## src/expression_line_tokenizer_core_defines.svh

```systemverilog
// Assertion macros for the expression line tokenizer.
`ifndef EXPRESSION_LINE_TOKENIZER_CORE_DEFINES_SVH
`define EXPRESSION_LINE_TOKENIZER_CORE_DEFINES_SVH

// Check that the consequent holds in the same cycle as the antecedent.
`define ELT_ASSERT_NOW(lbl, ante, cons, msg) \
	lbl: assert property (@(posedge clk) disable iff (!arst_n) (ante) |-> (cons)) \
		else $error(msg);

// Check that the consequent holds in the cycle after the antecedent.
`define ELT_ASSERT_NEXT(lbl, ante, cons, msg) \
	lbl: assert property (@(posedge clk) disable iff (!arst_n) (ante) |=> (cons)) \
		else $error(msg);

`endif

```

## src/elt_pkg.sv

```systemverilog
package elt_pkg;

	localparam int LINE_SIZE = 4096;

	localparam int CHAR_W = 8;
	localparam int KIND_W = 4;
	localparam int POS_W  = 12;
	localparam int LEN_W  = 13;

	localparam logic [POS_W-1:0] POS_MAX = POS_W'(LINE_SIZE - 1);
	localparam logic [LEN_W-1:0] LEN_MAX = LEN_W'(LINE_SIZE);

	// Token kinds
	localparam logic [KIND_W-1:0] K_ADD    = 4'd0;
	localparam logic [KIND_W-1:0] K_SUB    = 4'd1;
	localparam logic [KIND_W-1:0] K_MUL    = 4'd2;
	localparam logic [KIND_W-1:0] K_DIV    = 4'd3;
	localparam logic [KIND_W-1:0] K_MOD    = 4'd4;
	localparam logic [KIND_W-1:0] K_EQU    = 4'd5;
	localparam logic [KIND_W-1:0] K_LPAREN = 4'd6;
	localparam logic [KIND_W-1:0] K_RPAREN = 4'd7;
	localparam logic [KIND_W-1:0] K_INT    = 4'd8;
	localparam logic [KIND_W-1:0] K_REAL   = 4'd9;
	localparam logic [KIND_W-1:0] K_IDENT  = 4'd10;
	localparam logic [KIND_W-1:0] K_NIL    = 4'd11;
	localparam logic [KIND_W-1:0] K_INVAL  = 4'd12;
	localparam logic [KIND_W-1:0] K_END    = 4'd13;

	// Pending token classes
	localparam logic [1:0] PC_NONE  = 2'd0;
	localparam logic [1:0] PC_IDENT = 2'd1;
	localparam logic [1:0] PC_NUM   = 2'd2;
	localparam logic [1:0] PC_SNUM  = 2'd3;

	// Characters
	localparam logic [CHAR_W-1:0] CH_NUL    = 8'h00;
	localparam logic [CHAR_W-1:0] CH_NL     = 8'h0A;
	localparam logic [CHAR_W-1:0] CH_TAB    = 8'h09;
	localparam logic [CHAR_W-1:0] CH_SPACE  = 8'h20;
	localparam logic [CHAR_W-1:0] CH_PLUS   = 8'h2B;
	localparam logic [CHAR_W-1:0] CH_MINUS  = 8'h2D;
	localparam logic [CHAR_W-1:0] CH_STAR   = 8'h2A;
	localparam logic [CHAR_W-1:0] CH_SLASH  = 8'h2F;
	localparam logic [CHAR_W-1:0] CH_PCT    = 8'h25;
	localparam logic [CHAR_W-1:0] CH_EQ     = 8'h3D;
	localparam logic [CHAR_W-1:0] CH_LPAREN = 8'h28;
	localparam logic [CHAR_W-1:0] CH_RPAREN = 8'h29;
	localparam logic [CHAR_W-1:0] CH_DOT    = 8'h2E;
	localparam logic [CHAR_W-1:0] CH_UNDER  = 8'h5F;
	localparam logic [CHAR_W-1:0] CH_N      = 8'h6E;
	localparam logic [CHAR_W-1:0] CH_I      = 8'h69;
	localparam logic [CHAR_W-1:0] CH_L      = 8'h6C;

	// Results per character and bundle queue depth
	localparam int MAX_TOK = 3;
	localparam int QDEPTH  = 4;
	localparam int QAW     = $clog2(QDEPTH);

	typedef struct packed {
		logic [KIND_W-1:0] kind;
		logic [POS_W-1:0]  start;
		logic [LEN_W-1:0]  len;
	} tok_t;

	typedef struct packed {
		tok_t [MAX_TOK-1:0] toks;
		logic [1:0]         cnt;
	} bundle_t;

	typedef struct packed {
		logic    vld;
		bundle_t data;
	} qlink_t;

	function automatic logic is_digit(input logic [CHAR_W-1:0] c);
		return (c >= 8'h30) && (c <= 8'h39);
	endfunction

	function automatic logic is_alpha(input logic [CHAR_W-1:0] c);
		return ((c >= 8'h61) && (c <= 8'h7A)) || ((c >= 8'h41) && (c <= 8'h5A));
	endfunction

	function automatic logic is_word(input logic [CHAR_W-1:0] c);
		return is_digit(c) || is_alpha(c) || (c == CH_UNDER);
	endfunction

	function automatic logic [CHAR_W-1:0] kw_char(input logic [1:0] idx);
		logic [CHAR_W-1:0] r;
		case (idx)
			2'd0:    r = CH_N;
			2'd1:    r = CH_I;
			default: r = CH_L;
		endcase
		return r;
	endfunction

	function automatic logic [POS_W-1:0] pos_inc(input logic [POS_W-1:0] p);
		return (p >= POS_MAX) ? POS_MAX : p + 1'b1;
	endfunction

	function automatic logic [LEN_W-1:0] len_inc(input logic [LEN_W-1:0] l);
		return (l >= LEN_MAX) ? LEN_MAX : l + 1'b1;
	endfunction

endpackage

```

## src/elt_front.sv

```systemverilog
module elt_front
	import elt_pkg::*;
(
	input  logic              clk,
	input  logic              arst_n,
	input  logic              take,
	input  logic [CHAR_W-1:0] character,
	output qlink_t            q_wr
);

	logic [POS_W-1:0] pos_q, pos_d;
	logic [1:0]       pc_q, pc_d;
	logic [POS_W-1:0] pstart_q, pstart_d;
	logic [LEN_W-1:0] plen_q, plen_d;
	logic             sd_q, sd_d;
	logic             sg_q, sg_d;
	logic             ao_q, ao_d;
	logic             am_q, am_d;
	logic [1:0]       kwp_q, kwp_d;

	tok_t [MAX_TOK:0] tk;
	logic [1:0]       n;
	logic             fresh, ended, op_hit;
	logic [KIND_W-1:0] op_k;

	always_comb begin
		tk       = '0;
		n        = '0;
		fresh    = 1'b1;
		ended    = 1'b0;
		op_hit   = 1'b0;
		op_k     = K_ADD;
		pos_d    = pos_q;
		pc_d     = pc_q;
		pstart_d = pstart_q;
		plen_d   = plen_q;
		sd_d     = sd_q;
		sg_d     = sg_q;
		ao_d     = ao_q;
		am_d     = am_q;
		kwp_d    = kwp_q;

		// Extend or flush the pending token
		if (pc_q == PC_IDENT) begin
			if (is_word(character)) begin
				if (plen_q < LEN_W'(3) && kwp_q == plen_q[1:0]
						&& character == kw_char(plen_q[1:0])) begin
					kwp_d = kwp_q + 2'd1;
				end
				plen_d = len_inc(plen_q);
				fresh  = 1'b0;
			end else begin
				tk[n] = '{(plen_q == LEN_W'(3) && kwp_q == 2'd3) ? K_NIL : K_IDENT,
					pstart_q, plen_q};
				n    = n + 2'd1;
				ao_d = 1'b0;
				am_d = 1'b1;
				pc_d = PC_NONE;
			end
		end else if (pc_q == PC_NUM || pc_q == PC_SNUM) begin
			if (is_digit(character) || (character == CH_DOT && !sd_q)) begin
				if (character == CH_DOT) begin
					sd_d = 1'b1;
				end else begin
					sg_d = 1'b1;
				end
				plen_d = len_inc(plen_q);
				fresh  = 1'b0;
			end else begin
				ao_d = 1'b0;
				if (sg_q) begin
					tk[n] = '{sd_q ? K_REAL : K_INT, pstart_q, plen_q};
					n     = n + 2'd1;
					am_d  = (pc_q == PC_NUM);
				end else if (pc_q == PC_NUM) begin
					tk[n] = '{K_INVAL, pstart_q, LEN_W'(1)};
					n     = n + 2'd1;
					am_d  = 1'b1;
				end else begin
					tk[n] = '{K_INVAL, pstart_q, LEN_W'(1)};
					n     = n + 2'd1;
					am_d  = 1'b0;
					// lone dot after a failed sign
					if (sd_q) begin
						tk[n] = '{K_INVAL, pos_inc(pstart_q), LEN_W'(1)};
						n     = n + 2'd1;
						am_d  = 1'b1;
					end
				end
				pc_d = PC_NONE;
			end
		end else begin
			pc_d = PC_NONE;
		end

		// Handle the character on its own
		if (fresh) begin
			unique case (character) inside
				CH_PLUS:   begin op_hit = 1'b1; op_k = K_ADD;    end
				CH_MINUS:  begin op_hit = 1'b1; op_k = K_SUB;    end
				CH_STAR:   begin op_hit = 1'b1; op_k = K_MUL;    end
				CH_SLASH:  begin op_hit = 1'b1; op_k = K_DIV;    end
				CH_PCT:    begin op_hit = 1'b1; op_k = K_MOD;    end
				CH_EQ:     begin op_hit = 1'b1; op_k = K_EQU;    end
				CH_LPAREN: begin op_hit = 1'b1; op_k = K_LPAREN; end
				CH_RPAREN: begin op_hit = 1'b1; op_k = K_RPAREN; end
				CH_SPACE, CH_TAB: begin
					am_d = 1'b0;
				end
				CH_NUL, CH_NL: begin
					tk[n]    = '{K_END, pos_q, LEN_W'(1)};
					n        = n + 2'd1;
					ended    = 1'b1;
					pos_d    = '0;
					pc_d     = PC_NONE;
					pstart_d = '0;
					plen_d   = '0;
					sd_d     = 1'b0;
					sg_d     = 1'b0;
					ao_d     = 1'b1;
					am_d     = 1'b0;
					kwp_d    = '0;
				end
				default: begin
					if ((is_word(character) || character == CH_DOT) && !am_d) begin
						pc_d     = (is_digit(character) || character == CH_DOT) ?
							PC_NUM : PC_IDENT;
						pstart_d = pos_q;
						plen_d   = LEN_W'(1);
						sd_d     = (character == CH_DOT);
						sg_d     = is_digit(character);
						kwp_d    = (character == CH_N) ? 2'd1 : 2'd0;
						am_d     = 1'b1;
					end else begin
						tk[n] = '{K_INVAL, pos_q, LEN_W'(1)};
						n     = n + 2'd1;
						am_d  = 1'b0;
						ao_d  = 1'b0;
					end
				end
			endcase
			if (op_hit) begin
				if (op_k <= K_SUB && ao_d) begin
					pc_d     = PC_SNUM;
					pstart_d = pos_q;
					plen_d   = LEN_W'(1);
					sd_d     = 1'b0;
					sg_d     = 1'b0;
					kwp_d    = '0;
					ao_d     = 1'b0;
					am_d     = 1'b0;
				end else begin
					tk[n] = '{op_k, pos_q, LEN_W'(1)};
					n     = n + 2'd1;
					ao_d  = (op_k <= K_EQU);
					am_d  = 1'b0;
				end
			end
		end

		if (!ended) begin
			pos_d = pos_inc(pos_q);
		end
	end

	assign q_wr.vld       = take && (n != 2'd0);
	assign q_wr.data.toks = tk[MAX_TOK-1:0];
	assign q_wr.data.cnt  = n;

	always_ff @(posedge clk or negedge arst_n) begin
		if (!arst_n) begin
			pos_q    <= '0;
			pc_q     <= PC_NONE;
			pstart_q <= '0;
			plen_q   <= '0;
			sd_q     <= 1'b0;
			sg_q     <= 1'b0;
			ao_q     <= 1'b1;
			am_q     <= 1'b0;
			kwp_q    <= '0;
		end else if (take) begin
			pos_q    <= pos_d;
			pc_q     <= pc_d;
			pstart_q <= pstart_d;
			plen_q   <= plen_d;
			sd_q     <= sd_d;
			sg_q     <= sg_d;
			ao_q     <= ao_d;
			am_q     <= am_d;
			kwp_q    <= kwp_d;
		end
	end

endmodule

```

## src/elt_queue.sv

```systemverilog
module elt_queue
	import elt_pkg::*;
(
	input  logic   clk,
	input  logic   arst_n,
	input  qlink_t q_wr,
	output logic   full,
	input  logic   rd_en,
	output qlink_t q_rd
);

	bundle_t        mem_q [QDEPTH];
	logic [QAW:0]   wp_q, rp_q;

	assign full = (wp_q[QAW] != rp_q[QAW]) && (wp_q[QAW-1:0] == rp_q[QAW-1:0]);

	assign q_rd.vld  = (wp_q != rp_q);
	assign q_rd.data = mem_q[rp_q[QAW-1:0]];

	always_ff @(posedge clk) begin
		if (q_wr.vld && !full) begin
			mem_q[wp_q[QAW-1:0]] <= q_wr.data;
		end
	end

	always_ff @(posedge clk or negedge arst_n) begin
		if (!arst_n) begin
			wp_q <= '0;
			rp_q <= '0;
		end else begin
			if (q_wr.vld && !full) begin
				wp_q <= wp_q + 1'b1;
			end
			if (rd_en && q_rd.vld) begin
				rp_q <= rp_q + 1'b1;
			end
		end
	end

endmodule

```

## src/elt_back.sv

```systemverilog
module elt_back
	import elt_pkg::*;
(
	input  logic              clk,
	input  logic              arst_n,
	input  qlink_t            q_rd,
	output logic              rd_en,
	output logic              empty,
	input  logic              pop,
	output logic [KIND_W-1:0] token_kind,
	output logic [POS_W-1:0]  token_start,
	output logic [LEN_W-1:0]  token_length,
	output logic              last_of_run
);

	bundle_t    bund_q;
	logic       valid_q;
	logic [1:0] idx_q;
	logic       last;
	tok_t       cur;

	assign last  = (idx_q == bund_q.cnt - 2'd1);
	assign rd_en = q_rd.vld && (!valid_q || (pop && last));
	assign empty = !valid_q;

	assign cur          = bund_q.toks[idx_q];
	assign token_kind   = cur.kind;
	assign token_start  = cur.start;
	assign token_length = cur.len;
	assign last_of_run  = last;

	always_ff @(posedge clk) begin
		if (rd_en) begin
			bund_q <= q_rd.data;
		end
	end

	always_ff @(posedge clk or negedge arst_n) begin
		if (!arst_n) begin
			valid_q <= 1'b0;
			idx_q   <= '0;
		end else if (rd_en) begin
			valid_q <= 1'b1;
			idx_q   <= '0;
		end else if (pop && valid_q) begin
			if (last) begin
				valid_q <= 1'b0;
			end else begin
				idx_q <= idx_q + 2'd1;
			end
		end
	end

endmodule

```

## src/expression_line_tokenizer_core.sv

```systemverilog
// Expression line tokenizer: push one character of a calculator line per word
// on the input queue side and pop tokens (kind, start offset, length, and a
// last_of_run flag on the final token a character causes) from the output
// queue side. The front classifies a character in the cycle it is pushed, so
// full only rises when the four-entry bundle queue behind it is full. Each
// character yields zero to three tokens, and the back hands them out one per
// cycle through its output register while pop is held, so the output port sets
// the sustained rate; characters that yield no token take no room in the queue.
// A NUL or newline flushes whatever is pending, emits an end token and starts
// the next line at offset zero. No clearing pass follows reset.
`include "expression_line_tokenizer_core_defines.svh"

module expression_line_tokenizer_core
	import elt_pkg::*;
(
	input  logic              clk,
	input  logic              arst_n,
	input  logic              push,
	output logic              full,
	input  logic [CHAR_W-1:0] character,
	output logic              empty,
	input  logic              pop,
	output logic [KIND_W-1:0] token_kind,
	output logic [POS_W-1:0]  token_start,
	output logic [LEN_W-1:0]  token_length,
	output logic              last_of_run
);

	qlink_t q_wr;
	qlink_t q_rd;
	logic   rd_en;
	logic   take;

	// Accept a character only when the bundle queue can take its tokens
	assign take = push && !full;

	// Front: classify, hold the pending token, emit a bundle of tokens
	elt_front u_front (
		.clk       (clk),
		.arst_n    (arst_n),
		.take      (take),
		.character (character),
		.q_wr      (q_wr)
	);

	// Queue of token bundles between front and back
	elt_queue u_queue (
		.clk    (clk),
		.arst_n (arst_n),
		.q_wr   (q_wr),
		.full   (full),
		.rd_en  (rd_en),
		.q_rd   (q_rd)
	);

	// Back: drain one bundle a token at a time
	elt_back u_back (
		.clk          (clk),
		.arst_n       (arst_n),
		.q_rd         (q_rd),
		.rd_en        (rd_en),
		.empty        (empty),
		.pop          (pop),
		.token_kind   (token_kind),
		.token_start  (token_start),
		.token_length (token_length),
		.last_of_run  (last_of_run)
	);

	// An end token always closes the run of its character
	`ELT_ASSERT_NOW(a_end_is_last, !empty && token_kind == K_END, last_of_run, "end token not last")

	// End of line always produces a bundle
	`ELT_ASSERT_NOW(a_eol_emits, take && (character == CH_NUL || character == CH_NL), q_wr.vld, "end of line lost")

	// No empty bundle ever reaches the back
	`ELT_ASSERT_NOW(a_bundle_nonzero, q_rd.vld, q_rd.data.cnt != 2'd0, "empty bundle queued")

	// A run does not stop before its last token
	`ELT_ASSERT_NEXT(a_run_continues, !empty && pop && !last_of_run, !empty, "run cut short")

endmodule

```

## config.mk

```make
export PLATFORM = sky130hd
export DESIGN_NAME = expression_line_tokenizer_core
export DESIGN_NICKNAME = d
export VERILOG_FILES = /design/src/elt_pkg.sv /design/src/elt_front.sv /design/src/elt_queue.sv /design/src/elt_back.sv /design/src/expression_line_tokenizer_core.sv
export VERILOG_INCLUDE_DIRS = /design/src /design/src/src
export SDC_FILE = /design/constraint.sdc
export NUM_CORES = 1
export LEC_CHECK = 0
export BUFFER_PORTS_ARGS = -buffer_cell sky130_fd_sc_hd__buf_2
export CAP_MARGIN = 20
export CORE_MARGIN = 5
export CORE_UTILIZATION = 65
export CTS_CLUSTER_SIZE = 40
export DETAILED_ROUTE_END_ITERATION = 10
export GPL_TIMING_DRIVEN = 0
export PLACE_DENSITY = 0.83
export SLEW_MARGIN = 20
export SYNTH_ARGS = -nofsm -noshare
export SYNTH_HDL_FRONTEND = slang
export SYNTH_SLANG_ARGS = --single-unit
```

## constraint.sdc

```tcl
create_clock -name clk -period 14.01 [get_ports clk]
set_input_delay 0 -clock clk [delete_from_list [all_inputs] [get_ports clk]]
set_output_delay 0 -clock clk [all_outputs]
set_load 0.005 [all_outputs]
```

==> impl_metrics.py, run 1 <==
metrics = {
    "placed_design": {
        "dp_slack_ns": 9.396,
        "place_hpwl_um": 23320,
        "gp_congestion": 0.9372,
        "portBuffers": 41,
    },
    "hold_path": {
        "hold_class": "input port to async pin",
    },
    "routing": {
        "drc": 0,
        "ant_nets": 0,
        "drt-total-wl_um": 38440,
        "dr.pass1.iters": 6,
        "drt-wirelength-per-cell_um": 25.51,
        "dr_total_vias": 10070,
        "via_per_inst": 6.679,
        "drt-initial-drc-count": 1395,
    },
    "sta": {
        "fin_crit_sh_pct": 33.02,
        "maxSlewHeadroom_pct": 23.39,
        "setup_viol": 0,
        "fin_ws_ns": 9.384,
        "totalNegativeSetupSlack_ns": 0,
        "hold_viol": 0,
        "rsz0062_at_grt": "false",
        "fin_skew_ns": 0.02079,
        "period_minus_slack_ns": 4.626,
        "finalMaxSlewViolations": 0,
        "max_freq_mhz": 216.2,
        "tightest_slew_ns": 1.149,
    },
    "final_layout": {
        "drive_gt1_share_pct": 17.42,
        "syn2layout_area_growth_pct": 13.45,
        "num_antenna_cells": 0,
        "nNetsFinal": 1180,
    },
    "worst_setup_path": {
        "setup.worst_path.start_class": "register",
        "cp-end-kind": "register",
        "worstPathRequired_ns": 14.20,
        "path_class": "register to register",
        "worstPathMaxFanout": 37,
        "critPathArrivalTime_ns": 4.82,
    },
    "power": {
        "ir_worst_vdd_v": 0.0001111,
        "p_leak_uw": 0.006535,
        "p_per_area_nw_per_um2": 216.9,
    },
    "die": {
        "dieArea_um2": 28320,
        "rows": 58,
        "die_w_um": 168.3,
        "start_util_pct": 65.25,
        "dieHeight_um": 168.3,
        "ios": 44,
        "core_um2": 24960,
    },
    "global_routing": {
        "grt_max_degree": 55,
        "grt_pass1_wl_um": 58710,
        "antenna_found_initial": 0,
        "gr-usage-all-layers_pct": 27.37,
        "grt_pass1_vias": 9985,
        "grt_remaining_overflow": 0,
    },
    "yosys": {
        "synth_area_leaders": "edfxtp_1 60%, mux4_2 9.0%, dfrtp_1 8.1%",
        "synth-main-ff-cell": "edfxtp_1",
        "ys.warnings.count": 0,
        "synth_cell_type_count": 77,
        "synthArstFlopShare_pct": 14.25,
        "synth.most_common_cell": "edfxtp_1",
        "synth_seq_cells": 379,
        "synthTopCellsByCount": "325 x edfxtp_1, 97 x nand2_1, 65 x mux4_2, 53 x dfrtp_1, 53 x o21ai_0",
        "synth-edff-count": 325,
        "avgSynthCellArea_um2": 15.37,
        "yosysSeqAreaShare_pct": 68.22,
        "synth_area_um2": 16290,
        "synth_area_leader_cell": "edfxtp_1",
        "syn_nets": 1091,
        "synth.top_cell.area_share_pct": 59.92,
        "postSynthCellCount": 1060,
    },
    "clock_tree": {
        "clock_path_buffers": 3,
        "clk_pin_slew_ns": 0.07,
        "cts_tree": "yes",
        "insertion_delay_ns": 0.52,
        "cts-buffers-inserted": 37,
        "cts-root-buf": "clkbuf_16",
        "htree_num_levels": 2,
        "cts_sinks": 379,
    },
    "run": {
        "drv_cap": 0,
    },
    "run_status": {
        "status": "finished clean",
    },
}
## final cells by class
class / instances / area, um^2
Tap cell: 330 / 412.9
Fill cell: 1446 / 6485
Inverter: 23 / 88.84
Multi-Input combinational cell: 594 / 4853
Sequential cell: 379 / 11110
Clock buffer: 47 / 1026
Buffer: 64 / 264.0
Clock inverter: 20 / 309.0
Timing Repair Buffer: 50 / 412.9
## where the power goes
part	switching [uW]	internal, uW	total, uW
Sequential	113	1610	1720
Clock	412	668	1080
Combinational	741	469	1210
Total	1270	2740	4010
## routing by layer
| metal | wire length, um | vias to the layer above | part of all wire [%] | global-route usage (%) |
|---|---|---|---|---|
| met5 | 0 | - | 0 | 0 |
| met4 | 1741 | 0 | 4.5 | 10.83 |
| met3 | 3351 | 127 | 8.7 | 4.156 |
| met2 | 18770 | 643 | 49 | 44.85 |
| met1 | 14580 | 4986 | 38 | 37.68 |
| li1 | - | 4310 | - | - |
## final timing paths
path,from,slack (ns),cells past startpoint,to
setup / recovery,u_front.pc_q[1],9.38,12,u_queue.mem_q[2][19]
max in group asynchronous,arst_n,13.42,2,u_back.idx_q[0]
hold reg to reg,u_front.am_q,0.49,2,u_front.am_q
min in group clk,character[4],0.09,4,u_front.sg_q
setup reg to reg,u_front.pc_q[1],9.38,12,u_queue.mem_q[2][19]
hold / removal,arst_n,0.08,2,u_front.am_q
## flip-flops by register name, summed over array words and instances, names as in the netlist
signal	cells
u_front.sg_q	1
u_back.valid_q	1
u_front.sd_q	1
u_queue.mem_q	260
u_front.pos_q	12
u_front.plen_q	13
u_front.pstart_q	12
u_back.idx_q	2
u_queue.rp_q	3
u_front.kwp_q	2
u_queue.wp_q	3
u_front.ao_q	1
u_front.pc_q	2
u_back.bund_q	65
u_front.am_q	1
## worst max-delay path: stages (launching register included)
cell	delay, ns
dfrtp_1	0.36
clkbuf_1	0.22
nand2b_1	0.26
a2111oi_1	0.50
nor2_2	0.19
a311oi_4	0.52
nor2_4	0.12
xnor2_1	0.46
ha_1	0.34
a31oi_1	0.21
o21a_1	0.28
and2_4	0.50
buf_12	0.31
## through the flow
| step | utilization, % | instance area, um^2 | hold WS (ns) | std cells | power [uW] |
|---|---|---|---|---|---|
| 3_3_place_gp | 67.72 | 16910 | 0.3220 | 1431 | 2829 |
| 5_1_grt | 74.02 | 18480 | 0.1066 | 1507 | 4179 |
| 4_1_cts | 74.00 | 18470 | 0.07584 | 1507 | 4021 |
| 3_5_place_dp | 68.57 | 17120 | 0.1136 | 1438 | 2911 |
| 6_report | 74.02 | 18480 | 0.08387 | 1507 | 4009 |
| 2_1_floorplan | - | 16290 | -0.2956 | 1060 | 2460 |
## what timing repair did
action | 4_1_cts | 5_1_grt
hold buffers | 2 | 0
gates resized for setup | 0 | 0
endpoints found under the hold margin | 57 | 0
buffers inserted | 0 | 0
## cell families after synthesis
kind of cell               after synthesis  share of synthesized area [%]
DFF                                    379                          68.22
and+or+nand+nor                        260                          8.089
AOI/OAI and AO/OA                      204                          8.481
buffers and inverters                   87                          2.097
muxes                                   87                          10.35
xor gates and xnor gates                23                          1.237
adders and majority gates               20                          1.521
## cells in the final DEF, fill, tap and decap left out, drive strengths merged, types with 19 or more instances in the layout
cell type    n
nand2       97
dfrtp       53
nor2        33
o21ai       55
inv         24
a22o        20
clkbuf      97
ha          19
edfxtp     325
mux4        65
mux2i       20
buf         62
a21oi       51
and2        31
Power figures use the tool's default switching activity.
==> inputs of run 2 (changes only) <==
Settings changed: ABC_AREA set to 1, CORE_UTILIZATION 65 to 56, PLACE_DENSITY 0.83 to 0.76.
Clock period 14.01 ns to 3.8 ns, I/O delays scaled along.
==> run 2 against run 1 <==
Effect of this change: via count increased by 29%; worst hold slack gained 0.0016 ns; synthesized cell count up 51%; utilization is 8.6 points lower; non-clock buffer count is 37 higher; first-iteration DRC count up 20%; design area is 5.4% higher; clock power rose to 3.5 times the previous value; critical path depth increased by 2; clock skew fell by 0.0071 ns; register-to-register slack got worse by 9.2 ns; sequential power rose to 4.2 times the previous value.
==> impl_metrics.py, run 2 <==
metrics = {
    "placed_design": {
        "place_inst": 2044,
        "gp_congestion": 0.9199,
        "portBuffers": 42,
        "place_hpwl_um": 32710,
    },
    "global_routing": {
        "grt_pass1_wl_um": 72650,
        "grt_max_degree": 55,
        "grt_remaining_overflow": 0,
        "antenna_found_initial": 0,
        "grt_pass1_vias": 12510,
        "gr-usage-all-layers_pct": 27.89,
    },
    "routing": {
        "ant_nets": 0,
        "drt-wirelength-per-cell_um": 22.22,
        "dr.pass1.iters": 6,
        "drt-total-wl_um": 47390,
        "via_per_inst": 6.101,
        "routed.top_layer": "met4",
        "wl_met1_um": 17850,
        "met2WireLength_um": 22770,
        "drt-initial-drc-count": 1670,
        "wl_met3_um": 4819,
        "dr_total_vias": 13010,
        "drc": 0,
    },
    "die": {
        "rows": 63,
        "ios": 44,
        "start_util_pct": 56.95,
        "die_w_um": 184.1,
        "dieHeight_um": 184.1,
        "core_um2": 29800,
        "dieArea_um2": 33880,
    },
    "yosys": {
        "synth-compound-area-share_pct": 12.82,
        "synth_cell_type_count": 45,
        "synthTopCellsByCount": "325 x edfxtp_1, 230 x nor2_1, 216 x nand2_1, 200 x o21ai_0, 106 x inv_1",
        "synth-xor-area-share_pct": 0.9291,
        "synth-simple-area-share_pct": 14.77,
        "synth.most_common_cell": "edfxtp_1",
        "synth_area_leaders": "edfxtp_1 58%, dfrtp_1 7.8%, o21ai_0 5.9%",
        "synthAdderAreaFrac_pct": 1.401,
        "yosysSeqAreaShare_pct": 65.49,
        "synth-edff-count": 325,
        "synthArstFlopShare_pct": 14.25,
        "synth-main-ff-cell": "edfxtp_1",
        "synth_area_um2": 16970,
        "avgSynthCellArea_um2": 10.61,
        "synth.area.mux_share_pct": 0,
        "synth_area_leader_cell": "edfxtp_1",
        "postSynthCellCount": 1599,
        "ys.warnings.count": 0,
        "synth_top_family_by_area": "simple AND/OR/NAND/NOR gates",
        "synth.top_cell.area_share_pct": 57.52,
        "synth_seq_cells": 379,
        "syn_nets": 1630,
    },
    "sta": {
        "tightest_slew_ns": 0.9340,
        "period_minus_slack_ns": 3.650,
        "finalMaxSlewViolations": 0,
        "max_freq_mhz": 274.0,
        "totalNegativeSetupSlack_ns": 0,
        "maxSlewHeadroom_pct": 37.08,
        "fin_crit_sh_pct": 96.05,
        "fin_skew_ns": 0.01367,
        "hold_viol": 0,
        "setup_viol": 0,
    },
    "worst_setup_path": {
        "r2r_start": "u_front.pc_q[1]",
        "path_class": "register to register",
        "setup.worst_path.start_class": "register",
        "critPathArrivalTime_ns": 3.88,
        "cp-startpoint": "u_front.pc_q[1]",
        "worstPathRequired_ns": 4.03,
        "cp-end-kind": "register",
        "worstPathMaxFanout": 20,
        "r2r_slack_ns": 0.15,
    },
    "final_layout": {
        "syn2layout_area_growth_pct": 14.82,
        "largest_reg_flops": 260,
        "final_cell_mix": "325 x edfxtp_1, 225 x nor2_1, 215 x nand2_1",
        "final_common_cell": "edfxtp_1",
        "drive_gt1_share_pct": 10.05,
        "final_cells": 2133,
        "nNetsFinal": 1743,
    },
    "clock_tree": {
        "cts_tree": "yes",
        "clk_pin_slew_ns": 0.06,
        "clock_path_buffers": 3,
        "htree_num_levels": 2,
        "cts-buffers-inserted": 39,
        "cts-root-buf": "clkbuf_16",
        "insertion_delay_ns": 0.53,
        "cts_sinks": 379,
    },
    "power": {
        "ir_worst_vdd_v": 0.0005125,
        "p_leak_uw": 0.007186,
        "p_per_area_nw_per_um2": 926.7,
    },
    "hold_path": {
        "hold_class": "input port to async pin",
    },
    "run_status": {
        "status": "finished clean",
    },
    "run": {
        "drv_cap": 0,
    },
}
## run 2: cell count changes in the layout (fill, tap and decap cells not counted), moves of 20 or more
cell	previous run	this run
a22o_1	20	0
and2_1	27	0
clkbuf_1	50	77
inv_1	22	105
mux2i_1	20	0
mux4_2	65	0
nand2_1	97	215
nand3_1	17	64
nor2_1	31	225
nor3_1	9	38
o21ai_0	53	198
o22ai_1	1	93
## run 2: worst paths after layout
kind,to,cells after the start
worst max-delay path,u_queue.mem_q[1][86],14
worst min-delay path,u_front.pstart_q[11],2
worst max register to register,u_queue.mem_q[1][86],14
worst min register to register,u_front.ao_q,2
max in group asynchronous,u_back.valid_q,2
min in group clk,u_front.sg_q,7
## run 2: logic make-up (layout without fill, tap and decap cells)
family,Yosys count,in the layout
AO/OA/AOI/OAI,392,392
XOR/XNOR,18,18
adder cells (fa/ha/maj),19,19
buffers and inverters,201,344
flip-flops,379,379
other,0,1
AND/OR/NAND/NOR,590,590
## run 2: power by group
group / internal [uW] / switching (uW)
clock network: 2210 / 1550
logic: 2060 / 5100
registers: 6520 / 619
## run 2: cell type report
cell class                 count  area, um^2
antenna                        1       2.502
tap                          390       488.0
buffer                        78       316.6
timing repair buffer          73       725.7
clock buffer                  51        1042
multi-input combinational   1019        5126
inverter                     122       460.4
sequential                   379       11110
fill                        2262       10310
clock inverter                20       209.0
## run 2: stage by stage
step / cell area (um^2) / hold slack, ns / util [%] / power, uW / setup WS, ns
3_3_place_gp: 17700 / 0.2931 / 59.41 / 13590 / -1.182
4_1_cts: 19460 / 0.09925 / 65.30 / 17890 / 0.0006235
6_report: 19480 / 0.08546 / 65.39 / 18050 / 0.1500
2_1_floorplan: 17010 / -0.2956 / - / 11210 / 0.01221
5_1_grt: 19480 / 0.1454 / 65.38 / 19000 / -0.005014
3_5_place_dp: 18040 / 0.1204 / 60.56 / 14060 / -0.3180
## run 2: worst max-delay path, cell delays in order (launching register included)
cell and delay, ns:
dfrtp_1 0.50, a211oi_1 0.50, nand2_1 0.26, ha_1 0.35, nand3_1 0.08, nand2_1 0.11, inv_1 0.08, ha_1 0.27
nand3_1 0.08, nand3_1 0.18, nand2_2 0.19, nand2_4 0.14, nor2_4 0.23, buf_16 0.18, buf_16 0.18
## run 2: what timing repair did
item | 4_1_cts | 5_1_grt
setup endpoints to repair | 197 | 280
pin swaps | 4 | 1
hold buffers | 7 | 0
endpoints found under the hold margin | 60 | 0
setup buffers | 9 | 2
resized for setup | 0 | 4
## run 2: layer usage
metal  up-vias  GRT usage, %
met3       136         5.065
met2       765         45.69
met5         -             0
met1      6212         37.72
met4         0         10.20
li1       5901             -
